[src/hw/rtl/lti_pkg.sv]
// Package for the linear table interpolator: word types and shared constants.
// Depends on nothing; used by every module of the block.
package lti_pkg;

  typedef enum logic {
    MODE_WRITE = 1'b0,
    MODE_QUERY = 1'b1
  } mode_e;

  typedef enum logic {
    CFG_KNOT_COUNT  = 1'b0,
    CFG_EXTRAP_MODE = 1'b1
  } cfg_idx_e;

  localparam int unsigned CfgIdxW  = 1;
  localparam int unsigned CfgDataW = 7;

  typedef struct packed {
    logic               mode;
    logic [5:0]         knot_index;
    logic signed [31:0] knot_x;
    logic signed [31:0] knot_y;
    logic signed [31:0] query_x;
  } in_word_t;

  typedef struct packed {
    logic signed [31:0] value;
    logic [5:0]         segment;
    logic               overflow;
  } out_word_t;

  typedef enum logic [2:0] {
    ST_IDLE,
    ST_RDEND,
    ST_SEARCH,
    ST_RDSEG,
    ST_MUL,
    ST_DIV,
    ST_FIN,
    ST_OUT
  } back_state_e;

endpackage

[src/hw/rtl/lti_front.sv]
// Front part: accepts words, stores knot writes and queues queries.
// Depends on lti_pkg; feeds lti_back through a two-entry query queue.
module lti_front #(
  parameter int unsigned QDEPTH = 2
) (
  input  logic             clk_i,
  input  logic             rst_ni,
  input  logic             push,
  input  lti_pkg::in_word_t in_word_i,
  output logic             full,
  output logic             wr_en_o,
  output logic [5:0]       wr_idx_o,
  output logic [31:0]      wr_x_o,
  output logic [31:0]      wr_y_o,
  output logic             q_valid_o,
  output logic [31:0]      q_x_o,
  input  logic             q_take_i,
  input  logic             busy_i
);
  import lti_pkg::*;

  logic [31:0] qx_q [QDEPTH];
  logic [$clog2(QDEPTH)-1:0] rd_q, rd_d, wp_q, wp_d;
  logic [$clog2(QDEPTH):0]   cnt_q, cnt_d;
  logic acc, is_q;

  // A knot write waits until no query is queued or in progress.
  assign full = (cnt_q == ($clog2(QDEPTH)+1)'(QDEPTH)) ||
                (!is_q && ((cnt_q != '0) || busy_i));
  assign acc  = push && !full;
  assign is_q = (in_word_i.mode == MODE_QUERY);

  assign wr_en_o  = acc && !is_q;
  assign wr_idx_o = in_word_i.knot_index;
  assign wr_x_o   = in_word_i.knot_x;
  assign wr_y_o   = in_word_i.knot_y;

  assign q_valid_o = (cnt_q != '0);
  assign q_x_o     = qx_q[rd_q];

  always_comb begin
    rd_d  = rd_q;
    wp_d  = wp_q;
    cnt_d = cnt_q;
    if (acc && is_q) begin
      wp_d  = wp_q + 1'b1;
      cnt_d = cnt_d + 1'b1;
    end
    if (q_take_i && q_valid_o) begin
      rd_d  = rd_q + 1'b1;
      cnt_d = cnt_d - 1'b1;
    end
  end

  always_ff @(posedge clk_i or negedge rst_ni) begin
    if (!rst_ni) begin
      rd_q  <= '0;
      wp_q  <= '0;
      cnt_q <= '0;
    end else begin
      rd_q  <= rd_d;
      wp_q  <= wp_d;
      cnt_q <= cnt_d;
    end
  end

  always_ff @(posedge clk_i) begin
    if (acc && is_q) begin
      qx_q[wp_q] <= in_word_i.query_x;
    end
  end

endmodule

[config.mk]
export PLATFORM = sky130hd
export DESIGN_NAME = lti_front
export DESIGN_NICKNAME = d
export VERILOG_FILES = /design/src/hw/rtl/lti_pkg.sv /design/src/hw/rtl/lti_front.sv
export SDC_FILE = /design/constraint.sdc
export NUM_CORES = 1
export LEC_CHECK = 0
export BUFFER_PORTS_ARGS = -buffer_cell sky130_fd_sc_hd__buf_2
export CAP_MARGIN = 25
export CORE_MARGIN = 3
export CORE_UTILIZATION = 39
export CTS_BUF_LIST = sky130_fd_sc_hd__clkbuf_2
export DETAILED_ROUTE_END_ITERATION = 10
export PLACE_DENSITY_LB_ADDON = 0.05
export SYNTH_ARGS = -nofsm -noshare
export SYNTH_HDL_FRONTEND = slang
export SYNTH_SLANG_ARGS = --single-unit
export TNS_END_PERCENT = 30
[constraint.sdc]
create_clock -name clk_i -period 2.7 [get_ports clk_i]
set_input_delay 0.54 -clock clk_i [delete_from_list [all_inputs] [get_ports clk_i]]
set_output_delay 0.54 -clock clk_i [all_outputs]
set_load 0.01 [all_outputs]
Word level (Yosys, flattened, before mapping) --
Memory sizes are Yosys's and may differ from the RTL's. Cells that the tools add are included. Widths: inputs -> output; s select.
Word-level totals: bits in registers 4, RAM bits 64, bits of input ports 108, output and inout port bits 105, word-level logic and storage cells 23, memories kept 1
Operators by class: add/sub/neg operators 4, equal/unequal tests 1, muxes and demuxes 4, reduce and logical (&&, ||, !) cells 10
Memories:
- qx_q | depth 2, bits a word 32, read ports 1, clocked after Yosys merged registers in 0, write ports 1, RTL line lti_front.sv:22 | logic [31:0] qx_q [QDEPTH];
Operators by type and width (count):
- $logic_and 1x1->1 | 5
- $mux 2 | 2
- $add 1x1->1 const B | 2
- $add 2x1->2 const B | 1
- $eq 2x2->1 const B | 1
- $logic_not 1->1 | 2
- $logic_or 1x1->1 | 2
- $mux 1 | 2
- $reduce_bool 2->1 | 1
- $sub 2x1->2 const B | 1

Logic depth before layout (Yosys ltp) --
word-level depth 10, mapped depth 7, gate-level depth less buffers 6

Worst setup path after synthesis --
Ideal clock, no wire load.
path kind reg-to-reg, from reg cnt_q[0], to mem qx_q[0][0] (enable), library setup time 0.421 ns, arrival 2.195 ns, required time 2.279 ns, path slack 0.084 ns, stages on the path, launching flop included 5, buffers on the path 0, clock period less this slack 2.616 ns, cells stage by stage dfrtp_1 inv_1 ha_1 nand3b_4 nor2_1
On the way: longest elaborated chain between the ends 9, elaborated cells on any way between the ends 10, those cells by class eq/ne: 1; mux: 2; reduce/logical: 7
Ends and longest elaborated chain:
- start: declaration | RTL line lti_front.sv:24 | logic [$clog2(QDEPTH):0] cnt_q, cnt_d;
- start signal: assignment | RTL line lti_front.sv:63 | cnt_q <= cnt_d;
- $reduce_bool 2->1 | RTL line lti_front.sv:29 | (!is_q && ((cnt_q != '0) || busy_i));
- $logic_or 1x1->1 | RTL line lti_front.sv:29
- $logic_and 1x1->1 | RTL line lti_front.sv:29
- $logic_or 1x1->1 * | RTL line lti_front.sv:28 | assign full = (cnt_q == ($clog2(QDEPTH)+1)'(QDEPTH)) ||
- $logic_not 1->1 * | RTL line lti_front.sv:30 | assign acc = push && !full;
- $logic_and 1x1->1 * | RTL line lti_front.sv:30
- $logic_and 1x1->1 * | RTL line lti_front.sv:68 | if (acc && is_q) begin
- $mux 1 * | RTL line lti_front.sv:68
- $mux 1 (implied by the code) * | RTL line lti_front.sv:69 | qx_q[wp_q] <= in_word_i.query_x;
- end: declaration | RTL line lti_front.sv:22
Every way passes the cells marked *; elsewhere a longest branch is shown, timed or not.

Worst setup path after layout --
from reg cnt_q[0], to out wr_en_o
On the way: longest elaborated chain between the ends 7, elaborated cells on any way between the ends 8, those cells by class eq/ne: 1; reduce/logical: 7
Ends and longest elaborated chain:
- $reduce_bool 2->1 | RTL line lti_front.sv:29
- $logic_or 1x1->1 | RTL line lti_front.sv:29
- $logic_and 1x1->1 | RTL line lti_front.sv:29
- $logic_or 1x1->1 * | RTL line lti_front.sv:28
- $logic_not 1->1 * | RTL line lti_front.sv:30
- $logic_and 1x1->1 * | RTL line lti_front.sv:30
- $logic_and 1x1->1 * | RTL line lti_front.sv:33 | assign wr_en_o = acc && !is_q;
- end: declaration | RTL line lti_front.sv:11 | output logic wr_en_o,
Marks and branches as above.

==> run_results.csv <==
group,metric,value,unit
yosys,syn_area,3140,um2
sta,grt_setup_unrepaired,"no",
clock_network,numCtsBuffers,9,
die,die_y,95.7,um
route,routed_via_density,4.67,
sta,fmax,0.434,GHz
yosys,synthFlopType,"edfxtp_1",
global_routing,grt_pass1_vias,1567,
clock_network,root_buffer,"clkbuf_2",
route,ant_nets,0,
yosys,syn_area_per_cell,15.7,um2
worst_setup_path,path_cells,"inv_1, ha_1, inv_1, nor2_1, o21bai_1, nor3b_1, buf_2",
worst_setup_path,reg2reg_slack,860,ps
clock_network,clk_path_buf_depth,2,
yosys,synth.area.top_cells,"edfxtp_1 (61%), buf_4 (17%), mux2_2 (10%)",
sta,hold_viol,0,
power,p_leak,1.24,nW
global_routing,antenna_found_initial,0,
sta,fin_tns_setup,0,ps
worst_setup_path,end_kind,"output port",
job,drv_cap,0,
route,dr.first_iter.drc_count,46,
die,design.core.area,7770,um2
worst_setup_path,critPathKind,"register to output port",
sta,fin_crit,2300,ps
worst_setup_path,slowest_delay,410,ps
layout,fill_cells,747,
place,port_buffers,72,
clock_network,cts_tree,"done",
worst_setup_path,r2r-start,"cnt_q[0]$_DFF_PN0_",
yosys,ys_ff_latch,68,
worst_setup_path,crit_fanout,4,
global_routing,grt_use_total,0.127,
die,ioPinCount,213,
layout,nets,323,
worst_setup_path,arrival,1760,ps
clock_network,cts.sinks,68,
global_routing,overflow,0,
worst_setup_path,cp_top_family,"flip-flops",
die,fp.dieW,95.7,um
yosys,synth_top_area_share,0.612,
layout,finish.utilization,0.420,
outcome,outcome,"complete, no violations",
yosys,yosysMostFrequentCell,"buf_4",
layout,area_growth,3.98,%
place,placed_cell_area,3130,um2
global_routing,grt_max_degree,23,
min_path,hp-class,"primary input to register",
yosys,yosysUniqueCellTypes,21,
die,dieArea,9170,um2
route,num_vias,1495,
yosys,syn_inst,200,
layout,post_route_cells_drive_above_1_share,0.578,
die,initial_utilization,0.404,
clock_network,path_clk_slew,180,ps
yosys,async_flop_share,0.0588,
yosys,seq_area_frac_synth,0.644,
power,vdd_drop_max,0.350,mV
worst_setup_path,startpoint_type,"register",
clock_network,clk_latency,450,ps
clock_network,cts_max_level,3,
place,place_congestion,0.754,
sta,skew,15.4,ps
sta,slew_viol_final,0,
yosys,yosys.area.top_type,"edfxtp_1",
worst_setup_path,critPathSlowestCell,"dfrtp_1",
yosys,synth_common_cells,"buf_4 (71), edfxtp_1 (64), mux2_2 (29)",
worst_setup_path,startpoint,"cnt_q[0]$_DFF_PN0_",
global_routing,grt_pass1_wl,8270,um
sta,worstMarginPinSlew,463,ps
route,drc_errors,0,
layout,diodes,0,
min_path,hold_start,"in_word_i[19]",
layout,design_area,3270,um2
yosys,synth_nets,310,
worst_setup_path,worstPathRequired,2160,ps
yosys,synth_warnings,0,
sta,period_share,0.853,
yosys,synth_edf_count,64,
die,placementRows,32,
route,drtPass1Iterations,4,
power,p_per_area,905,nW/um2
route,wl_per_cell,18.6,um
worst_setup_path,cp_num_buf_inv,3,
sta,maxSlewHeadroom,0.690,
sta,setup_violations,0,
worst_setup_path,path_common_cell,"inv_1",
place,hpwl,4450,um
route,routed_wl,5970,um
## flip-flops by register name (all words and copies together), names as in the netlist
signal	flops
qx_q	64
rd_q	1
cnt_q	2
wp_q	1
## placed cells by master (no fill, tap or decap), drive strengths merged
master       instances
clkinv               4
nor2                 5
nor2b                1
dlygate4sd3          1
clkbuf              10
and3                 1
xnor2                3
nor3b                2
nand3b               1
dfrtp                4
a21oi                3
inv                  4
edfxtp              64
mux2                32
xor2                 1
ha                   2
o2bb2ai              1
bufinv               2
o21bai               1
buf                 76
## through the flow
stage | hold WS, ps | total power [W] | instances | setup WS [ps]
after floorplan | 244 | 0.00215 | 200 | 83.9
after global placement | 354 | 0.00234 | 303 | 902
after detailed placement | 357 | 0.00236 | 303 | 844
after CTS | 192 | 0.00301 | 320 | 313
after global routing | 182 | 0.00314 | 320 | 171
final | 255 | 0.00295 | 320 | 397
## final cells by class
cell class	count	area (um2)	share of cell area
Sequential cell	68	2020	0.619
Multi-Input combinational cell	53	547	0.167
Timing Repair Buffer	77	425	0.130
Tap cell	102	128	0.0391
Clock inverter	6	78.8	0.0241
Clock buffer	10	50.0	0.0153
Inverter	4	15.0	0.00460
## routing by layer
layer / vias up / track usage / wire length, um
li1: 665 / - / -
met1: 693 / 0.134 / 2000
met2: 110 / 0.185 / 2820
met3: 27 / 0.0813 / 952
met4: 0 / 0.0877 / 196
met5: - / 0 / 0
## what timing repair did
| item | 4_1_cts | 5_1_grt |
|---|---|---|
| setup buffers | 0 | 0 |
| resized for setup | 0 | 0 |
| hold buffers | 1 | 0 |
| endpoints found under the hold margin | 4 | 0 |
## where the power goes
part	internal (W)	switching (W)
logic	0.000461	0.000495
clock network	0.000304	0.000332
registers	0.00132	0.0000473
total	0.00208	0.000874
## worst paths after layout
| check | endpoint | cells past startpoint |
|---|---|---|
| min in group asynchronous | cnt_q[0]$_DFF_PN0_ | 2 |
| max | wr_en_o | 7 |
| min | qx_q[0][19]$_DFFE_PP_ | 1 |
| max reg2reg | qx_q[0][3]$_DFFE_PP_ | 5 |
| min reg2reg | wp_q$_DFFE_PN0P_ | 1 |
| max in group asynchronous | rd_q$_DFFE_PN0P_ | 2 |
## logic make-up (layout without fill, tap and decap cells)
family	count (synthesis)	after routing	share of synthesized area
flip-flops	68	68	0.644
XOR/XNOR	4	4	0.0112
AND/OR/NAND/NOR	10	10	0.0243
AO/OA/AOI/OAI	5	5	0.0112
multiplexers	32	32	0.115
adder cells (fa/ha/maj)	2	2	0.00797
buffers and inverters	79	97	0.187
(Power assumes the default switching activity.)
